<file path="config.mk">
export PLATFORM = sky130hd
export DESIGN_NAME = button_debounce_autorepeat
export DESIGN_NICKNAME = d
export VERILOG_FILES = /design/src/hw/rtl/bda_pkg.sv /design/src/hw/rtl/bda_cfg.sv /design/src/hw/rtl/bda_core.sv /design/src/hw/rtl/button_debounce_autorepeat.sv
export VERILOG_INCLUDE_DIRS = /design/src /design/src/hw/rtl
export SDC_FILE = /design/constraint.sdc
export NUM_CORES = 1
export LEC_CHECK = 0
export ABC_AREA = 1
export BUFFER_PORTS_ARGS = -buffer_cell sky130_fd_sc_hd__buf_4
export CAP_MARGIN = 0
export CORE_MARGIN = 1.5
export CORE_UTILIZATION = 35
export CTS_CLUSTER_SIZE = 20
export DETAILED_ROUTE_END_ITERATION = 10
export GPL_TIMING_DRIVEN = 0
export PLACE_DENSITY_LB_ADDON = 0.05
export SETUP_SLACK_MARGIN = 0.02
export SLEW_MARGIN = 15
export SYNTH_ARGS = -nofsm -noshare
export SYNTH_HDL_FRONTEND = slang
export SYNTH_SLANG_ARGS = --single-unit
</file>
<file path="constraint.sdc">
create_clock -name aclk -period 13.45 [get_ports aclk]
set_input_delay 0.6725 -clock aclk [delete_from_list [all_inputs] [get_ports aclk]]
set_output_delay 0.6725 -clock aclk [all_outputs]
set_load 0.05 [all_outputs]
</file>
<file path="src/hw/rtl/button_debounce_autorepeat_assert.svh">
// ----------------------------------------------------------------------------
// Assertion macros for the button debounce block
// Concurrent checks that compile away when SYNTHESIS is defined.
// ----------------------------------------------------------------------------
`ifndef BUTTON_DEBOUNCE_AUTOREPEAT_ASSERT_SVH
`define BUTTON_DEBOUNCE_AUTOREPEAT_ASSERT_SVH

`ifndef SYNTHESIS

// same-cycle implication, checked outside reset
`define BDA_ASSERT_NOW(label, clk, rstn, ante, cons) \
    label: assert property (@(posedge clk) disable iff (!(rstn)) (ante) |-> (cons)) \
        else $error("assertion failed: same-cycle implication");

// next-cycle implication, checked outside reset
`define BDA_ASSERT_NEXT(label, clk, rstn, ante, cons) \
    label: assert property (@(posedge clk) disable iff (!(rstn)) (ante) |=> (cons)) \
        else $error("assertion failed: next-cycle implication");

`else

`define BDA_ASSERT_NOW(label, clk, rstn, ante, cons)
`define BDA_ASSERT_NEXT(label, clk, rstn, ante, cons)

`endif

`endif

</file>
<file path="src/hw/rtl/bda_pkg.sv">
// ----------------------------------------------------------------------------
// bda_pkg
// Shared types and codes of the button debounce / auto-repeat block.
// ----------------------------------------------------------------------------
package bda_pkg;

    // debounce machine
    typedef enum logic [1:0] {
        MODE_IDLE    = 2'd0,
        MODE_PRESS   = 2'd1,
        MODE_HELD    = 2'd2,
        MODE_RELEASE = 2'd3
    } mode_t;

    localparam int CODE_WIDTH   = 4;
    localparam int LEVELS_WIDTH = 2;

    localparam logic [CODE_WIDTH-1:0]   CODE_INC  = 4'd4;
    localparam logic [CODE_WIDTH-1:0]   CODE_NEXT = 4'd8;
    localparam logic [LEVELS_WIDTH-1:0] LEVELS_UP = 2'd3;

    localparam logic REQ_EDGE = 1'b0;
    localparam logic REQ_TICK = 1'b1;

    // configuration register indexes
    localparam int CFG_INDEX_WIDTH = 3;
    localparam logic [CFG_INDEX_WIDTH-1:0] CFG_MIN_VALUE       = 3'd0;
    localparam logic [CFG_INDEX_WIDTH-1:0] CFG_MAX_VALUE       = 3'd1;
    localparam logic [CFG_INDEX_WIDTH-1:0] CFG_PRESS_SETTLE    = 3'd2;
    localparam logic [CFG_INDEX_WIDTH-1:0] CFG_RELEASE_SETTLE  = 3'd3;
    localparam logic [CFG_INDEX_WIDTH-1:0] CFG_REPEAT_TICKS    = 3'd4;

    // status flags of one result beat
    typedef struct packed {
        logic edges_armed;
        logic next_requested;
        logic display_written;
    } res_flags_t;

endpackage

</file>
<file path="src/hw/rtl/bda_cfg.sv">
// ----------------------------------------------------------------------------
// bda_cfg
// Configuration register file written through a plain write port.
// ----------------------------------------------------------------------------
module bda_cfg #(
    parameter int VALUE_WIDTH      = 8,
    parameter int TICK_COUNT_WIDTH = 6,
    parameter int CFG_DATA_WIDTH   = 8
) (
    input  logic                                 aclk,
    input  logic                                 aresetn,
    input  logic                                 cfg_we,
    input  logic [bda_pkg::CFG_INDEX_WIDTH-1:0]  cfg_index,
    input  logic [CFG_DATA_WIDTH-1:0]            cfg_wdata,
    output logic [VALUE_WIDTH-1:0]               min_value,
    output logic [VALUE_WIDTH-1:0]               max_value,
    output logic [TICK_COUNT_WIDTH-1:0]          press_settle_ticks,
    output logic [TICK_COUNT_WIDTH-1:0]          release_settle_ticks,
    output logic [TICK_COUNT_WIDTH-1:0]          repeat_ticks
);

    logic [VALUE_WIDTH-1:0]      min_value_reg;
    logic [VALUE_WIDTH-1:0]      max_value_reg;
    logic [TICK_COUNT_WIDTH-1:0] press_settle_reg;
    logic [TICK_COUNT_WIDTH-1:0] release_settle_reg;
    logic [TICK_COUNT_WIDTH-1:0] repeat_ticks_reg;

    always_ff @(posedge aclk) begin
        if (!aresetn) begin
            min_value_reg      <= '0;
            max_value_reg      <= VALUE_WIDTH'(16);
            press_settle_reg   <= TICK_COUNT_WIDTH'(15);
            release_settle_reg <= TICK_COUNT_WIDTH'(20);
            repeat_ticks_reg   <= TICK_COUNT_WIDTH'(30);
        end else if (cfg_we) begin
            case (cfg_index)
                bda_pkg::CFG_MIN_VALUE: begin
                    min_value_reg <= cfg_wdata[VALUE_WIDTH-1:0];
                end
                bda_pkg::CFG_MAX_VALUE: begin
                    max_value_reg <= cfg_wdata[VALUE_WIDTH-1:0];
                end
                bda_pkg::CFG_PRESS_SETTLE: begin
                    press_settle_reg <= cfg_wdata[TICK_COUNT_WIDTH-1:0];
                end
                bda_pkg::CFG_RELEASE_SETTLE: begin
                    release_settle_reg <= cfg_wdata[TICK_COUNT_WIDTH-1:0];
                end
                bda_pkg::CFG_REPEAT_TICKS: begin
                    repeat_ticks_reg <= cfg_wdata[TICK_COUNT_WIDTH-1:0];
                end
                default: begin
                    // drop writes to unmapped indexes
                end
            endcase
        end
    end

    assign min_value            = min_value_reg;
    assign max_value            = max_value_reg;
    assign press_settle_ticks   = press_settle_reg;
    assign release_settle_ticks = release_settle_reg;
    assign repeat_ticks         = repeat_ticks_reg;

endmodule

</file>
<file path="src/hw/rtl/bda_core.sv">
// ----------------------------------------------------------------------------
// bda_core
// Debounce state machine, repeat counter and wrapping display counter.
// Updates its state once per step and returns the result of that step.
// ----------------------------------------------------------------------------
module bda_core #(
    parameter int VALUE_WIDTH      = 8,
    parameter int TICK_COUNT_WIDTH = 6
) (
    input  logic                                 aclk,
    input  logic                                 aresetn,
    input  logic                                 step_en,
    input  logic                                 req_type,
    input  logic [bda_pkg::CODE_WIDTH-1:0]       pending_code,
    input  logic [bda_pkg::LEVELS_WIDTH-1:0]     button_levels,
    input  logic [VALUE_WIDTH-1:0]               min_value,
    input  logic [VALUE_WIDTH-1:0]               max_value,
    input  logic [TICK_COUNT_WIDTH-1:0]          press_settle_ticks,
    input  logic [TICK_COUNT_WIDTH-1:0]          release_settle_ticks,
    input  logic [TICK_COUNT_WIDTH-1:0]          repeat_ticks,
    output logic [VALUE_WIDTH-1:0]               display_value,
    output bda_pkg::res_flags_t                  res_flags
);

    bda_pkg::mode_t                  mode_reg, mode_next;
    logic [TICK_COUNT_WIDTH-1:0]     settle_reg, settle_next;
    logic [TICK_COUNT_WIDTH-1:0]     repeat_reg, repeat_next;
    logic [bda_pkg::CODE_WIDTH-1:0]  code_reg, code_next;
    logic [VALUE_WIDTH-1:0]          counter_reg, counter_next;
    logic                            next_flag_reg, next_flag_next;

    logic [VALUE_WIDTH:0]            counter_inc;
    logic [VALUE_WIDTH:0]            span;
    logic [VALUE_WIDTH-1:0]          counter_adv;
    logic [TICK_COUNT_WIDTH-1:0]     settle_inc;
    logic [TICK_COUNT_WIDTH-1:0]     repeat_inc;
    logic [bda_pkg::CODE_WIDTH-1:0]  act_code;
    logic                            act_en;

    // counter advance with compare-and-wrap; free run when max is below min
    assign counter_inc = {1'b0, counter_reg} + (VALUE_WIDTH+1)'(1);
    assign span        = {1'b0, max_value} - {1'b0, min_value} + (VALUE_WIDTH+1)'(1);
    assign counter_adv = ((max_value >= min_value) && (counter_inc >= span))
                       ? '0 : counter_inc[VALUE_WIDTH-1:0];

    assign settle_inc = settle_reg + TICK_COUNT_WIDTH'(1);
    assign repeat_inc = repeat_reg + TICK_COUNT_WIDTH'(1);

    always_comb begin
        mode_next   = mode_reg;
        settle_next = settle_reg;
        repeat_next = repeat_reg;
        code_next   = code_reg;
        act_en      = 1'b0;
        act_code    = code_reg;

        if (req_type == bda_pkg::REQ_EDGE) begin
            if (mode_reg == bda_pkg::MODE_IDLE) begin
                code_next   = pending_code;
                act_code    = pending_code;
                act_en      = 1'b1;
                settle_next = '0;
                mode_next   = bda_pkg::MODE_PRESS;
            end
        end else begin
            case (mode_reg)
                bda_pkg::MODE_PRESS: begin
                    if (settle_reg == press_settle_ticks) begin
                        mode_next   = bda_pkg::MODE_HELD;
                        repeat_next = '0;
                    end else begin
                        settle_next = settle_inc;
                    end
                end
                bda_pkg::MODE_HELD: begin
                    if (button_levels != bda_pkg::LEVELS_UP) begin
                        if (repeat_inc == repeat_ticks) begin
                            act_en      = 1'b1;
                            repeat_next = '0;
                        end else begin
                            repeat_next = repeat_inc;
                        end
                    end else begin
                        settle_next = '0;
                        mode_next   = bda_pkg::MODE_RELEASE;
                    end
                end
                bda_pkg::MODE_RELEASE: begin
                    if (settle_reg == release_settle_ticks) begin
                        mode_next = bda_pkg::MODE_IDLE;
                    end else begin
                        settle_next = settle_inc;
                    end
                end
                default: begin
                    // idle ignores ticks
                end
            endcase
        end

        counter_next   = counter_reg;
        next_flag_next = next_flag_reg;
        if (act_en && (act_code == bda_pkg::CODE_INC)) begin
            counter_next = counter_adv;
        end
        if (act_en && (act_code == bda_pkg::CODE_NEXT)) begin
            next_flag_next = 1'b1;
        end
    end

    always_ff @(posedge aclk) begin
        if (!aresetn) begin
            mode_reg      <= bda_pkg::MODE_IDLE;
            settle_reg    <= '0;
            repeat_reg    <= '0;
            code_reg      <= '0;
            counter_reg   <= VALUE_WIDTH'(1);
            next_flag_reg <= 1'b0;
        end else if (step_en) begin
            mode_reg      <= mode_next;
            settle_reg    <= settle_next;
            repeat_reg    <= repeat_next;
            code_reg      <= code_next;
            counter_reg   <= counter_next;
            next_flag_reg <= next_flag_next;
        end
    end

    assign display_value             = counter_next + min_value;
    assign res_flags.display_written = act_en && (act_code == bda_pkg::CODE_INC);
    assign res_flags.next_requested  = next_flag_next;
    assign res_flags.edges_armed     = (mode_next == bda_pkg::MODE_IDLE);

endmodule

</file>
<file path="src/hw/rtl/button_debounce_autorepeat.sv">
// ----------------------------------------------------------------------------
// button_debounce_autorepeat
// Push-button debounce with auto-repeat: edge events and ticks in, one
// display/status beat out per input beat.
// ----------------------------------------------------------------------------
//  channel  | direction | beat
//  s_*      | in        | edge event (tuser=0) or tick (tuser=1)
//  m_*      | out       | display value and status flags
//  cfg_*    | in        | register write, no handshake
//
//  An accepted beat lands in the input register; when the core steps, it
//  updates its state and writes the result register. Throughput is one beat
//  per cycle unless m_tready stalls, set by the single state update per step.
//  aresetn is synchronous: it clears both stage valids, the debounce state
//  and loads the register defaults. A stall on m_tready holds the result
//  register and, through s_tready, the input register.
// ----------------------------------------------------------------------------
`include "button_debounce_autorepeat_assert.svh"

module button_debounce_autorepeat #(
    parameter int VALUE_WIDTH      = 8,
    parameter int TICK_COUNT_WIDTH = 6
) (
    input  logic                                 aclk,
    input  logic                                 aresetn,
    // input channel
    input  logic                                 s_tvalid,
    output logic                                 s_tready,
    input  logic [7:0]                           s_tdata,  // pending_code[3:0], button_levels[5:4]
    input  logic                                 s_tuser,  // req_type
    // result channel
    output logic                                 m_tvalid,
    input  logic                                 m_tready,
    output logic [((VALUE_WIDTH+10)/8)*8-1:0]    m_tdata,  // display_value, display_written,
                                                           // next_requested, edges_armed
    // configuration
    input  logic                                 cfg_we,
    input  logic [bda_pkg::CFG_INDEX_WIDTH-1:0]  cfg_index,
    input  logic [((VALUE_WIDTH > TICK_COUNT_WIDTH) ? VALUE_WIDTH : TICK_COUNT_WIDTH)-1:0]
                                                 cfg_wdata
);

    localparam int CFG_DATA_WIDTH = (VALUE_WIDTH > TICK_COUNT_WIDTH) ? VALUE_WIDTH
                                                                     : TICK_COUNT_WIDTH;
    localparam int OUT_BITS  = VALUE_WIDTH + 3;
    localparam int OUT_WIDTH = ((OUT_BITS + 7) / 8) * 8;

    logic [VALUE_WIDTH-1:0]      min_value;
    logic [VALUE_WIDTH-1:0]      max_value;
    logic [TICK_COUNT_WIDTH-1:0] press_settle_ticks;
    logic [TICK_COUNT_WIDTH-1:0] release_settle_ticks;
    logic [TICK_COUNT_WIDTH-1:0] repeat_ticks;

    logic                               in_valid_reg;
    logic                               in_type_reg;
    logic [bda_pkg::CODE_WIDTH-1:0]     in_code_reg;
    logic [bda_pkg::LEVELS_WIDTH-1:0]   in_levels_reg;

    logic                               out_valid_reg;
    logic [VALUE_WIDTH-1:0]             out_value_reg;
    bda_pkg::res_flags_t                out_flags_reg;

    logic                               step_en;
    logic [VALUE_WIDTH-1:0]             display_value;
    bda_pkg::res_flags_t                res_flags;

    // advance when the result register is free or being drained
    assign step_en  = in_valid_reg && (!out_valid_reg || m_tready);
    assign s_tready = !in_valid_reg || step_en;

    bda_cfg #(
        .VALUE_WIDTH      (VALUE_WIDTH),
        .TICK_COUNT_WIDTH (TICK_COUNT_WIDTH),
        .CFG_DATA_WIDTH   (CFG_DATA_WIDTH)
    ) u_cfg (
        .aclk                 (aclk),
        .aresetn              (aresetn),
        .cfg_we               (cfg_we),
        .cfg_index            (cfg_index),
        .cfg_wdata            (cfg_wdata),
        .min_value            (min_value),
        .max_value            (max_value),
        .press_settle_ticks   (press_settle_ticks),
        .release_settle_ticks (release_settle_ticks),
        .repeat_ticks         (repeat_ticks)
    );

    always_ff @(posedge aclk) begin
        if (!aresetn) begin
            in_valid_reg <= 1'b0;
        end else if (s_tready) begin
            in_valid_reg <= s_tvalid;
        end
    end

    always_ff @(posedge aclk) begin
        if (s_tready && s_tvalid) begin
            in_type_reg   <= s_tuser;
            in_code_reg   <= s_tdata[3:0];
            in_levels_reg <= s_tdata[5:4];
        end
    end

    bda_core #(
        .VALUE_WIDTH      (VALUE_WIDTH),
        .TICK_COUNT_WIDTH (TICK_COUNT_WIDTH)
    ) u_core (
        .aclk                 (aclk),
        .aresetn              (aresetn),
        .step_en              (step_en),
        .req_type             (in_type_reg),
        .pending_code         (in_code_reg),
        .button_levels        (in_levels_reg),
        .min_value            (min_value),
        .max_value            (max_value),
        .press_settle_ticks   (press_settle_ticks),
        .release_settle_ticks (release_settle_ticks),
        .repeat_ticks         (repeat_ticks),
        .display_value        (display_value),
        .res_flags            (res_flags)
    );

    always_ff @(posedge aclk) begin
        if (!aresetn) begin
            out_valid_reg <= 1'b0;
            out_flags_reg <= '0;
        end else begin
            if (step_en) begin
                out_valid_reg <= 1'b1;
                out_flags_reg <= res_flags;
            end else if (m_tready) begin
                out_valid_reg <= 1'b0;
            end
        end
    end

    always_ff @(posedge aclk) begin
        if (step_en) begin
            out_value_reg <= display_value;
        end
    end

    assign m_tvalid = out_valid_reg;
    assign m_tdata  = OUT_WIDTH'({out_flags_reg.edges_armed,
                                  out_flags_reg.next_requested,
                                  out_flags_reg.display_written,
                                  out_value_reg});

    // a stepped beat always shows up in the result register
    `BDA_ASSERT_NEXT(a_step_fills_out, aclk, aresetn, step_en, out_valid_reg)

    // a beat held in the input register is not lost while the output stalls
    `BDA_ASSERT_NEXT(a_in_held_on_stall, aclk, aresetn,
        in_valid_reg && out_valid_reg && !m_tready, in_valid_reg)

    // the next flag is sticky across results
    `BDA_ASSERT_NEXT(a_next_sticky, aclk, aresetn,
        out_flags_reg.next_requested, out_flags_reg.next_requested)

    // an advanced display is only reported with a valid result
    `BDA_ASSERT_NOW(a_written_has_beat, aclk, aresetn,
        out_flags_reg.display_written && !out_valid_reg, !$past(step_en) || !aresetn)

endmodule
</file>
# After elaboration in Yosys (flattened, before gate mapping)
# Index checks and enable logic that the tools add are counted.
# classes
n_addsub	6
multipliers	0
div	0
magnitude_cmp	2
n_eq_ne	19
shifts	0
muxes	27
bitwise	0
n_reduce_logical	23
# ops
cell	n
2-to-1 mux 6 bit	8
equality test 6 bit	3
case mux 6 bit (3 select lines)	1
2-to-1 mux 8 bit	2
adder 6 x 1 -> 6 bit (second input constant)	2
case mux 6 bit (2 select lines)	1
AND reduction 2 bit	6
2-to-1 mux 2 bit	5
adder 8 x 1 -> 9 bit (second input constant)	1
adder 9 x 1 -> 9 bit (second input constant)	1
>= comparator 9 bit	1
!= test 3 bit (second input constant)	3
subtractor 8 x 8 -> 9 bit	1
adder 8 bit	1
>= comparator 8 bit	1
2-to-1 mux 4 bit	2
2-to-1 mux 1 bit	7
equality test 3 x 2 -> 1 bit (second input constant)	2
case mux 2 bit (3 select lines)	1
AND reduction 6 bit	1
nonzero test 2 bit	3
logical AND 1 bit	5
AND reduction 5 bit	1
equality test 2 bit (second input constant)	2
12 further kinds	16
# word_totals
regBits	80
latch_bits	0
ram_bits	0
romBits	0
out_inout_bits	18
elab_cells	96
n_memories	0

# Depth between registers and ports, before layout
# Gate-level depths: netlist of the first run.
# depth
word_depth	9
depth_mapped	32
ltp_nobuf	32

# Cells and area by module
# Synthesis of the first run repeated with hierarchy kept, for this count alone.
# hier_totals
cells_unflattened	776
hier_area_um2	5456.5
# by_module_without_submodules
mod	instances	cells_per_inst	area_each_um2	seq_area_each_um2
bda_core	1	524	3324.4	540.5
bda_cfg	1	199	1415.1	680.7
button_debounce_autorepeat	1	53	716.9	550.5

# Least setup slack after synthesis of the first run
# OpenSTA, ideal clock, no wires.
# synth_timing
path_kind	reg2reg
start	register u_cfg.min_value_reg[1] (netlist: u_cfg.min_value[1])
end	register out_value_reg[6] (data pin)
setup_time_ns	0.258
t_arrival_ns	4.201
required_ns	13.192
setup_slack_ns	8.991
stages_incl_launch_ff	31
period_less_slack_ns	4.459
cell_sequence	dfxtp_1 inv_1 ha_1 inv_1 ha_1 inv_1 fa_1 nor2_1 o21ai_0 nand2_1 nand2_1 a21oi_1 nor2_1 xor2_1 ha_1 nand2_1 nor2_1 nand3b_1 nand4_1 nand2_1 nand2_1 nand3_1 and2_1 ha_1 inv_1 fa_1 o21ai_0 a21oi_1 nor2_1 nor2_1 xnor2_1
# synth_between
elab_chain_len	7
# synth_rtl
element	line_no	source
start, declared	bda_cfg.sv:22	logic [VALUE_WIDTH-1:0] min_value_reg;
start signal, assigned	bda_cfg.sv:38	min_value_reg <= cfg_wdata[VALUE_WIDTH-1:0];
subtractor 8 x 8 -> 9 bit	bda_core.sv:42	assign span = {1'b0, max_value} - {1'b0, min_value} + (VALUE_WIDTH+1)'(1);
adder 9 x 1 -> 9 bit	bda_core.sv:42	
>= comparator 9 bit	bda_core.sv:43	assign counter_adv = ((max_value >= min_value) && (counter_inc >= span))
logical AND 1 bit (*)	bda_core.sv:43	
2-to-1 mux 8 bit (*)	bda_core.sv:44	? '0 : counter_inc[VALUE_WIDTH-1:0];
2-to-1 mux 8 bit (*)	bda_core.sv:103	if (act_en && (act_code == bda_pkg::CODE_INC)) begin
via u_core.counter_next[0]	bda_core.sv:29	logic [VALUE_WIDTH-1:0] counter_reg, counter_next;
adder 8 bit (*)	bda_core.sv:129	assign display_value = counter_next + min_value;
via display_value[6]	button_debounce_autorepeat.sv:64	logic [VALUE_WIDTH-1:0] display_value;
end signal, assigned	button_debounce_autorepeat.sv:139	out_value_reg <= display_value;
end, declared	button_debounce_autorepeat.sv:60	logic [VALUE_WIDTH-1:0] out_value_reg;
# The timed path passes the listed nets; every way through them passes the cells marked *.
# A chain may end at the register's enable or synchronous reset.

# Worst setup path in the final report of the first run
# Ends and elaborated chain as after synthesis.

==> impl_summary.txt, run 1 <==
----------------------------------------------------
[Routing]
  Number of remaining DRC errors ... 0
  First drt pass iteration count ... 6
  Vias per inst ... 4.76
  Via count ... 4446
  Total length of routed wires ... 12400 um
  Number of nets still failing antenna checks after routing ... 0
  Number of DRC markers in iteration 0 ... between 200 and 250
  Post-DR wirelength/cell ... 13.3 um

[Setup path]
  Maximum net fanout on the critical path ... 7
  Kind of end point of the critical path ... flop
  R2r setup slk ... about 8.3 ns
  Worst Path Required ... 13.54 ns
  Crit path launch type ... flop
  Type of the setup path with the least slack ... flop to flop
  Slowest cell on the critical path ... fa_1
  Data arrival, critical path ... 5.26 ns
  Delay of the slowest critical-path stage ... 0.40 ns

[STA]
  Post-route setup TNS ... 0 ns
  Final Skew ... 0.00679 ns
  Final setup fails ... 0
  Hold Violations, Final ... 0
  Final-layout worst hold slack ... around 0.48 ns
  Max-slew violation count ... 0
  Worst-case headroom to the max-slew limit ... 0.574
  Post-route clock period utilization ... 0.384
  Min Clock Period, post-route ... 5.17 ns
  RSZ-0062 raised after global routing ... no
  Maximum achievable frequency ... about 0.19 GHz
  Transition time at the pin with the least slew margin ... around 0.64 ns

[Floorplanning]
  Die boundary height ... 123 um
  Placement Rows ... 43
  Overall die width ... 123 um
  Effective utilization at floorplan ... 0.361
  Total Die Area ... between 0.015 and 0.02 mm2
  Area of the core ... 0.0140 mm2
  Io pins ... 43

[Yosys]
  Synthesized instance count ... 700
  Main combinational cell family by area after synthesis ... simple AND/OR/NAND/NOR gates
  YS warnings ... 0
  Yosys reg bits ... 80
  Proportion of register bits with asynchronous set or reset after synthesis ... 0
  Average size of a mapped cell ... about 7.2 um2
  Most numerous cell types in the synthesized netlist ... 159 x nand2_1, 107 x inv_1, 65 x a21oi_1, 65 x dfxtp_1, 59 x nand3_1
  Count of flip-flops with a built-in enable after synthesis ... 15
  Post-synthesis xor/xnor area fraction ... 0.0364
  Post-synthesis compound-gate area fraction ... 0.129
  Synth Cell Area ... around 0.0051 mm2
  Seq/Total Area, Yosys ... 0.347
  Top cell type by total area after synthesis ... dfxtp_1
  Post-synthesis share of cell area spent on full adders, half adders and majority gates ... 0.119
  Most frequent cell after synthesis ... nand2_1
  Multiplexer share of the synthesized area ... 0.00595
  Ranking of synthesized cells by area ... dfxtp_1 26%, nand2_1 12%, ha_1 9.9%
  Simple-gate share of the synthesized area ... 0.256
  Post-synth top area share ... 0.258
  Count of unique library cells instantiated by Yosys ... between 40 and 50
  Commonest register cell after synthesis ... dfxtp_1

[Clocking]
  Clock root buffer ... clkbuf_16
  TritonCTS clock tree ... built
  Quantity of hold-fixing buffers added after cts ... 0
  H-tree depth ... 3
  Clock slew at reported path FFs ... 0.06 ns
  Number of buffers on the longest clock path ... 2
  Setup repair bufs after CTS ... 0
  Resized Gates After CTS ... 0
  Clock network latency to the later pin of the worst-skew pair ... between 0.3 and 0.4 ns
  Number of sinks on the clock net ... 80
  Total CTS buffers ... 9

[Outcome]
  Outcome ... finished, final reports clean

[Global routing]
  Vias in the first global route ... between 4000 and 5000
  Remaining global-route overflow ... 0
  Antenna violations before repair ... 0
  GRT Overall Usage ... 0.178
  Maximum number of pins on one net before global-route repair ... 18
  First-pass GRT wire length ... between 20000 and 25000 um

[Layout]
  Layout overhead on the synthesized area ... 15.5%
  Total area of multi-input combinational cells ... 0.00278 mm2
  Register area ... 0.00175 mm2
  Diodes inserted ... 0
  # fillers ... 1486
  Number of nets in the finished design ... 820
  Final non-filler cell total ... 934
  Share of post-route cells with drive strength above 1 ... 0.0928

[Worst hold path]
  Worst min-delay path category ... flop to flop

[Placement]
  Count of input and output buffers ... 35
  Final estimated routing congestion in global placement ... 0.811
  DP Wirelength ... between 9000 and 10000 um
  Count of placed standard cells including taps ... 919

[Power]
  Total power ... 0.000625 W
  Leakage power ... about 2.7 nW
  Power density over the cells ... 107 mW/mm2
  Largest voltage drop on the vdd net ... 0.0633 mV

[Flow run]
  Max-cap violations ... 0

----------------------------------------------------
-- metrics by stage --
| step | setup WS (ns) | utilization | cell area, um2 |
|---|---|---|---|
| CTS | 8.28 | 0.417 | 5830 |
| global route | 7.84 | 0.417 | 5830 |
| finish | 8.28 | 0.417 | 5830 |
| detailed placement | 8.30 | 0.397 | 5550 |
| floorplan | 8.99 | - | 5070 |
| global placement | 8.32 | 0.397 | 5550 |
-- power by group --
part | switching, W | total (W) | internal [W]
clock | 0.0000963 | 0.000237 | 0.000141
sequential | 0.00000751 | 0.000263 | 0.000256
combinational | 0.0000798 | 0.000124 | 0.0000438
-- layer usage --
| layer | up-vias | track usage | part of all wire |
|---|---|---|---|
| li1 | 2368 | - | - |
| met1 | 1993 | 0.218 | 0.46 |
| met2 | 69 | 0.316 | 0.50 |
| met3 | 16 | 0.0318 | 0.027 |
| met4 | 0 | 0.0589 | 0.017 |
| met5 | - | 0 | 0 |
-- final timing paths --
path	cells past startpoint	to	startpoint
setup / recovery	30	out_value_reg[6]$_DFFE_PP_	u_cfg.min_value[1]$_SDFFE_PN0P_
hold / removal	2	u_cfg.press_settle_ticks[4]$_SDFFE_PN0P_	u_cfg.press_settle_ticks[4]$_SDFFE_PN0P_
setup reg to reg	30	out_value_reg[6]$_DFFE_PP_	u_cfg.min_value[1]$_SDFFE_PN0P_
hold reg to reg	2	u_cfg.press_settle_ticks[4]$_SDFFE_PN0P_	u_cfg.press_settle_ticks[4]$_SDFFE_PN0P_
-- critical path: cells and delay by family (launching register included) --
kind | cells | cell delay [ns]
compound gates | 5 | 0.66
xor+xnor | 2 | 0.27
fa+ha+maj | 6 | 1.77
buf+inv | 4 | 0.32
flops | 1 | 0.37
simple gates | 13 | 1.53
-- cells by family (layout without fill, tap and decap cells) --
kind of cell               count (synthesis)  count (layout)
other                                      1               5
buffers and inverters                    131             181
muxes                                      3               3
DFF                                       80              80
xor gates and xnor gates                  21              21
adders and majority gates                 45              45
and+or+nand+nor                          297             297
AOI/OAI and AO/OA                        122             122
-- placed cells by master, fill, tap and decap left out, types with 2 or more instances in the layout --
master and n:
buf_4 42, clkinv_2 3, a31oi_1 2, clkinv_1 2
xnor2_1 3, nor2_2 2, o21ai_0 42, o21a_1 2
nor2_1 48, fa_1 5, and2_1 2, nand4_1 11
nor4_1 2, o211ai_1 5, xor2_1 18, clkbuf_16 9
conb_1 5, buf_6 2, edfxtp_1 15, a21oi_1 65
nand3_1 59, nor3_1 6, dfxtp_1 65, nand2_1 159
buf_2 2, inv_1 107, ha_1 40, clkbuf_1 12
mux2i_1 3, or2_2 2
-- area by class of cell --
cell class / count / share of cell area
clock inverters: 5 / 0.00837
well taps: 180 / 0.0386
inverters: 109 / 0.0702
clock buffers: 10 / 0.0393
repair buffers: 35 / 0.0451
multi-input cells: 493 / 0.477
flip-flops and latches: 80 / 0.300
plain buffers: 22 / 0.0217
No activity file was read; power rests on OpenSTA's default activity.
==> run 2, diff against run 1 <==
==> constraint.sdc (replaced) <==
create_clock -name aclk -period 4.5 [get_ports aclk]
set_input_delay 0.225 -clock aclk [delete_from_list [all_inputs] [get_ports aclk]]
set_output_delay 0.225 -clock aclk [all_outputs]
set_load 0.05 [all_outputs]
==> run 2 against run 1 <==
Cell count grew 4.3%; largest power group unchanged; the flow now finishes with violations (negative setup slack); clock skew is 0.00053 ns higher; first-iteration DRC count increased by 6.9%.
==> impl_summary.txt, run 2 (synthesis gave the netlist of run 1 again) <==
----------------------------------------------------
[Outcome]
  Outcome ... complete, but fails checks
  Violated checks ... negative setup slack

[Floorplanning]
  Total Die Area ... 0.0152 mm2 (unchanged)
  Area of the core ... 0.0140 mm2 (unchanged)
  Overall die width ... 123 um (unchanged)
  Effective utilization at floorplan ... 0.361 (unchanged)
  Io pins ... 43 (unchanged)
  Placement Rows ... 43 (unchanged)
  Die boundary height ... 123 um (unchanged)

[Placement]
  DP Wirelength ... 9830 um (unchanged)
  Count of placed standard cells including taps ... 919 (unchanged)
  Final estimated routing congestion in global placement ... 0.811 (unchanged)
  Post-Place Worst Slack ... -0.654 ns (-8.95 ns)
  Count of input and output buffers ... 35 (unchanged)

[Setup path]
  Worst Path Required ... 4.59 ns (-8.95 ns)
  Worst R2R Start ... u_cfg.min_value[2]$_SDFFE_PN0P_
  R2r worst-path depth ... 28 (-6.7%)
  End of the worst register-to-register path ... out_value_reg[6]$_DFFE_PP_
  Maximum net fanout on the critical path ... 3 (-4)
  Type of the setup path with the least slack ... flop to flop
  Crit path launch type ... flop
  Kind of end point of the critical path ... flop
  Worst setup path end ... out_value_reg[6]$_DFFE_PP_
  R2r setup slk ... -0.008 ns (-8.29 ns)
  Delay of the slowest critical-path stage ... 0.58 ns (+0.18 ns)
  Launch point of the critical path ... u_cfg.min_value[2]$_SDFFE_PN0P_
  Slowest cell on the critical path ... fa_2
  Most common cell type on the critical path ... inv_2
  Data arrival, critical path ... 4.60 ns (-0.66 ns)

[STA]
  Max-slew violation count ... 0 (unchanged)
  Hold Violations, Final ... 0 (unchanged)
  Final-layout worst hold slack ... 0.0551 ns (-0.420 ns)
  Worst-case headroom to the max-slew limit ... 0.568 (-0.00605)
  RSZ-0062 raised after global routing ... yes
  Post-route setup TNS ... -0.00791 ns (-0.00791 ns)
  Min Clock Period, post-route ... 4.51 ns (-0.659 ns)
  Final worst setup slack ... -0.00791 ns (-8.29 ns)
  Transition time at the pin with the least slew margin ... 0.647 ns (+0.00907 ns)
  Post-route clock period utilization ... 1.00 (+0.618)
  Final setup fails ... 1 (+1)
  Maximum achievable frequency ... 0.222 GHz (+15%)
  Final Skew ... 0.00732 ns (+0.000527 ns)

[Layout]
  Final non-filler cell total ... 974 (+4.3%)
  # fillers ... 1438 (-3.2%)
  Diodes inserted ... 0 (unchanged)
  Most frequent cells in the layout ... 154 x nand2_1, 97 x inv_1, 82 x buf_4
  Most common cell after layout, fill and taps aside ... nand2_1
  Share of post-route cells with drive strength above 1 ... 0.207 (+0.114)
  Post-layout utilization of the core ... 0.454 (+0.0369)
  Number of nets in the finished design ... 860 (+4.9%)
  Layout overhead on the synthesized area ... 25.7%

[Clocking]
  Clock slew at reported path FFs ... 0.06 ns (about the same)
  H-tree depth ... 3 (unchanged)
  Number of sinks on the clock net ... 80 (unchanged)
  Number of buffers on the longest clock path ... 2 (unchanged)
  Total CTS buffers ... 9 (unchanged)
  Clock root buffer ... clkbuf_16
  TritonCTS clock tree ... built
  Clock network latency to the later pin of the worst-skew pair ... 0.34 ns (about the same)

[Routing]
  Post-DR wirelength/cell ... 13.5 um (+2.0%)
  Vias per inst ... 4.79 (+0.68%)
  First drt pass iteration count ... 5 (-1)
  Via count ... 4668 (+5.0%)
  Number of DRC markers in iteration 0 ... 218 (+6.9%)
  Number of nets still failing antenna checks after routing ... 0 (unchanged)
  Number of remaining DRC errors ... 0 (unchanged)
  Total length of routed wires ... 13200 um (+6.4%)

[Flow run]
  Max-cap violations ... 0 (unchanged)

[Worst hold path]
  Worst min-delay path category ... input pin to flop

[Power]
  Power density over the cells ... 310 mW/mm2 (+190%)
  Leakage power ... 2.91 nW (+7.0%)
  Largest voltage drop on the vdd net ... 0.191 mV (+200%)

[Global routing]
  Antenna violations before repair ... 0 (unchanged)
  First-pass GRT wire length ... 21700 um (+4.4%)
  Vias in the first global route ... 4510 (+5.4%)
  Maximum number of pins on one net before global-route repair ... 18 (unchanged)
  GRT Overall Usage ... 0.186 (+0.00763)
  Remaining global-route overflow ... 0 (unchanged)

----------------------------------------------------
run 2: changes by cell type in the layout (fill, tap and decap cells not counted), moves of 8 or more:
cell	before	now
buf_4	42	82
ha_1	40	30
inv_1	107	97
inv_2	1	9
run 2: area by class of cell:
class	instances	area [um2]	share of cell area
clock buffer	10	229	0.0361
clock inverter	5	48.8	0.00769
tap	180	225	0.0355
sequential	80	1760	0.278
multi-input combinational	493	2980	0.469
buffer	22	126	0.0199
timing repair buffer	75	563	0.0887
inverter	109	414	0.0652
run 2: what timing repair did:
item | in CTS | in global routing
gates cloned | 0 | 0
buffers inserted | 30 | 11
pin swaps | 25 | 44
gates resized for setup | 33 | 33
hold buffers | 0 | 0
endpoints found under the setup margin | 7 | 6
endpoints found under the hold margin | 0 | 0
run 2: worst min path at each step:
stage | startpoint | endpoint | slack, ns | cells after the start
finish | s_tdata[5] | in_levels_reg[1]$_DFFE_PP_ | 0.06 | 1
global route | s_tdata[4] | in_levels_reg[0]$_DFFE_PP_ | 0.04 | 1
CTS | s_tdata[5] | in_levels_reg[1]$_DFFE_PP_ | 0.04 | 1
detailed placement | s_tdata[4] | in_levels_reg[0]$_DFFE_PP_ | 0.40 | 1
global placement | s_tuser | in_type_reg$_DFFE_PP_ | 0.40 | 1
floorplan | s_tdata[0] | in_code_reg[0]$_DFFE_PP_ | 0.32 | 0
run 2: per-stage QoR:
stage,total power (W),instance area [um2]
after floorplan,0.00107,5070
after global placement,0.00117,5550
after detailed placement,0.00118,5550
after CTS,0.00196,6180
after global routing,0.00208,6350
final,0.00197,6350
run 2: where the power goes:
part | switching [W] | internal, W | leakage (nW)
clock | 0.000290 | 0.000422 | 0.140
sequential | 0.0000239 | 0.000765 | 0.678
combinational | 0.000275 | 0.000195 | 2.09
total | 0.000589 | 0.00138 | 2.91
run 2: metal layers:
metal	track usage	routed length, um	vias up
li1	-	-	2448
met2	0.332	6560	69
met4	0.0661	355	0
met5	0	0	-
met1	0.223	5930	2126
met3	0.0327	317	25
run 2: critical path: cells and delay by family (launching register included):
family | cells | cell delay [ns]
flip-flops | 1 | 0.32
buffers and inverters | 5 | 0.23
AND/OR/NAND/NOR | 11 | 1.22
XOR/XNOR | 2 | 0.27
AO/OA/AOI/OAI | 5 | 0.57
adder cells (fa/ha/maj) | 5 | 1.63
==> run 3, diff against run 2 <==
--- a/config.mk
+++ b/config.mk
@@ -7,12 +7,12 @@
 export NUM_CORES = 1
 export LEC_CHECK = 0
 export ABC_AREA = 1
-export BUFFER_PORTS_ARGS = -buffer_cell sky130_fd_sc_hd__buf_4
 export CAP_MARGIN = 0
 export CORE_MARGIN = 1.5
 export CORE_UTILIZATION = 35
 export CTS_CLUSTER_SIZE = 20
 export DETAILED_ROUTE_END_ITERATION = 10
+export DONT_BUFFER_PORTS = 1
 export GPL_TIMING_DRIVEN = 0
 export PLACE_DENSITY_LB_ADDON = 0.05
 export SETUP_SLACK_MARGIN = 0.02
==> constraint.sdc (replaced) <==
create_clock -name aclk -period 4.15 [get_ports aclk]
set_input_delay 0.2075 -clock aclk [delete_from_list [all_inputs] [get_ports aclk]]
set_output_delay 0.2075 -clock aclk [all_outputs]
set_load 0.05 [all_outputs]
==> run 3 against run 2 <==
Global-route usage rose by 0.64 points; power rose by 10%; die area did not move; flip-flop and latch count did not move; largest power group unchanged; register-to-register slack got worse by 0.30 ns; the run still ends with negative setup slack left; clock-buffer cell count rose by 5; non-clock buffer count fell by 19; cell count fell by 1.8%; design area fell by 0.77%.
==> impl_summary.txt, run 3 (synthesis gave the netlist of run 1 again) <==
----------------------------------------------------
[Outcome]
  Outcome ... complete, but fails checks
  Violated checks ... negative setup slack

[Setup path]
  Cell type group with the largest total delay on the critical path ... buffers and inverters
  Crit path launch type ... flop
  R2r worst-path depth ... 31 (+11%)
  Worst setup path end ... u_core.counter_reg[4]$_SDFFE_PN0P_
  Type of the setup path with the least slack ... flop to flop
  Buffers plus inverters on the worst setup path ... 16 (+11)
  Data arrival, critical path ... 4.76 ns (+0.16 ns)
  Most common cell type on the critical path ... buf_4
  R2r setup slk ... -0.31 ns (-0.30 ns)
  Slowest cell on the critical path ... fa_1
  Maximum net fanout on the critical path ... 4 (+1)
  End of the worst register-to-register path ... u_core.counter_reg[4]$_SDFFE_PN0P_
  Delay of the slowest critical-path stage ... 0.56 ns (-0.02 ns)
  Worst R2R Start ... u_cfg.min_value[2]$_SDFFE_PN0P_
  Critical path depth ... 31 (+11%)
  Worst Path Required ... 4.45 ns (-0.14 ns)
  Kind of end point of the critical path ... flop
  Launch point of the critical path ... u_cfg.min_value[2]$_SDFFE_PN0P_

[Routing]
  Number of DRC markers in iteration 0 ... 228 (+4.6%)
  Post-DR wirelength/cell ... 14.3 um (+5.6%)
  Via count ... 4612 (-1.2%)
  First drt pass iteration count ... 7 (+2)
  Number of remaining DRC errors ... 0 (unchanged)
  Number of nets still failing antenna checks after routing ... 0 (unchanged)
  Total length of routed wires ... 13600 um (+3.6%)
  Vias per inst ... 4.82 (+0.66%)

[Placement]
  Final estimated routing congestion in global placement ... 0.831 (+2.5%)
  Dpl cell area ... 0.00532 mm2 (-4.2%)
  DP Wirelength ... 9930 um (+1.0%)
  Post-Place Worst Slack ... -0.678 ns (-0.0245 ns)
  Count of input and output buffers ... 0 (-100%)

[Layout]
  Post-layout utilization of the core ... 0.450 (-0.00349)
  Share of post-route cells with drive strength above 1 ... 0.175 (-0.0313)
  Layout overhead on the synthesized area ... 24.7%
  Most common cell after layout, fill and taps aside ... nand2_1
  Most frequent cells in the layout ... 147 x nand2_1, 98 x inv_1, 58 x a21oi_1, 58 x dfxtp_1, 54 x nand3_1
  Diodes inserted ... 0 (unchanged)
  Final design area excluding fillers ... 0.00630 mm2 (-0.77%)
  Number of nets in the finished design ... 841 (-2.2%)
  # fillers ... 1430 (-0.56%)

[Power]
  Total power ... 0.00217 W (+10%)
  Largest voltage drop on the vdd net ... 0.183 mV (-3.9%)
  Power density over the cells ... 344 mW/mm2 (+11%)
  Leakage power ... 2.82 nW (-2.9%)

[Global routing]
  Maximum number of pins on one net before global-route repair ... 18 (unchanged)
  Remaining global-route overflow ... 0 (unchanged)
  Vias in the first global route ... 4559 (+1.1%)
  First-pass GRT wire length ... 22300 um (+3.0%)
  Antenna violations before repair ... 0 (unchanged)
  GRT Overall Usage ... 0.192 (+0.00640)

[Floorplanning]
  Effective utilization at floorplan ... 0.361 (unchanged)
  Overall die width ... 123 um (unchanged)
  Total Die Area ... 0.0152 mm2 (unchanged)
  Placement Rows ... 43 (unchanged)
  Die boundary height ... 123 um (unchanged)
  Area of the core ... 0.0140 mm2 (unchanged)
  Io pins ... 43 (unchanged)

[STA]
  Post-route clock period utilization ... 1.07 (+0.0730)
  RSZ-0062 raised after global routing ... yes
  Final-layout worst hold slack ... 0.0120 ns (-0.0431 ns)
  Transition time at the pin with the least slew margin ... 0.649 ns (+0.00144 ns)
  Min Clock Period, post-route ... 4.46 ns (-0.0475 ns)
  Hold Violations, Final ... 0 (unchanged)
  Final worst setup slack ... -0.310 ns (-0.302 ns)
  Max-slew violation count ... 0 (unchanged)
  Maximum achievable frequency ... 0.224 GHz (+1.1%)
  Final setup fails ... 7 (+6)
  Worst-case headroom to the max-slew limit ... 0.567 (-0.000959)
  Final Skew ... 0.00739 ns (+0.0000740 ns)

[Clocking]
  Clock slew at reported path FFs ... 0.06 ns (about the same)
  Clock root buffer ... clkbuf_16
  Number of sinks on the clock net ... 80 (unchanged)
  H-tree depth ... 3 (unchanged)
  TritonCTS clock tree ... built
  Number of buffers on the longest clock path ... 2 (unchanged)
  Clock network latency to the later pin of the worst-skew pair ... 0.35 ns (about the same)
  Total CTS buffers ... 9 (unchanged)

[Flow run]
  Max-cap violations ... 0 (unchanged)

[Worst hold path]
  Hold Path Stages ... 2 (+1)
  Worst min-delay path category ... input pin to flop

----------------------------------------------------
## run 3: cell types whose count changed in the layout (fill, tap and decap cells not counted), sizes merged
cell,before,now
dlygate4sd3,0,13
clkbuf,21,26
clkinv,5,2
bufinv,1,0
buf,86,54
## run 3: metrics by stage
step                setup TNS [ns]  std cells
floorplan                  -0.0388        704
global placement             -2.59        884
detailed placement           -3.14        884
CTS                          -1.86        952
global route                 -3.80        956
finish                       -1.35        956
## run 3: layer usage
metal	vias to the layer above	track usage	wire (um)	share of wire
met2	60	0.347	6950	0.51
met3	20	0.0291	291	0.021
met4	0	0.0654	312	0.023
li1	2417	-	-	-
met1	2115	0.232	6090	0.45
met5	-	0	0	0
## run 3: final cells by class
| class | instances | area (um2) | share of cell area |
|---|---|---|---|
| clock buffer | 15 | 310 | 0.0493 |
| timing repair buffer | 56 | 453 | 0.0719 |
| multi-input combinational | 493 | 3000 | 0.476 |
| buffer | 22 | 126 | 0.0201 |
| tap | 180 | 225 | 0.0357 |
| sequential | 80 | 1770 | 0.280 |
| inverter | 109 | 414 | 0.0657 |
| clock inverter | 1 | 5.00 | 0.000794 |
## run 3: how the worst min path moves through the flow
stage / slack (ns) / to / startpoint
after floorplan: 0.31 / in_code_reg[0]$_DFFE_PP_ / s_tdata[0]
after global placement: 0.31 / in_levels_reg[0]$_DFFE_PP_ / s_tdata[4]
after CTS: 0.006 / u_cfg.release_settle_ticks[0]$_SDFFE_PN0P_ / cfg_wdata[0]
after global routing: 0.02 / u_cfg.release_settle_ticks[0]$_SDFFE_PN0P_ / cfg_wdata[0]
after detailed placement: 0.31 / in_type_reg$_DFFE_PP_ / s_tuser
final: 0.01 / u_cfg.release_settle_ticks[1]$_SDFFE_PN0P_ / cfg_wdata[1]
## run 3: what timing repair did
| action | 4_1_cts | 5_1_grt |
|---|---|---|
| hold buffers | 13 | 0 |
| endpoints found under the hold margin | 19 | 0 |
| buffers inserted | 39 | 8 |
| pin swaps | 38 | 41 |
| gates resized for setup | 37 | 24 |
| setup endpoints to repair | 7 | 10 |
## run 3: power breakdown
group          internal [W]  total, W  switching [W]
Clock              0.000511  0.000845       0.000333
Combinational      0.000184  0.000444       0.000259
Sequential         0.000829  0.000881      0.0000512
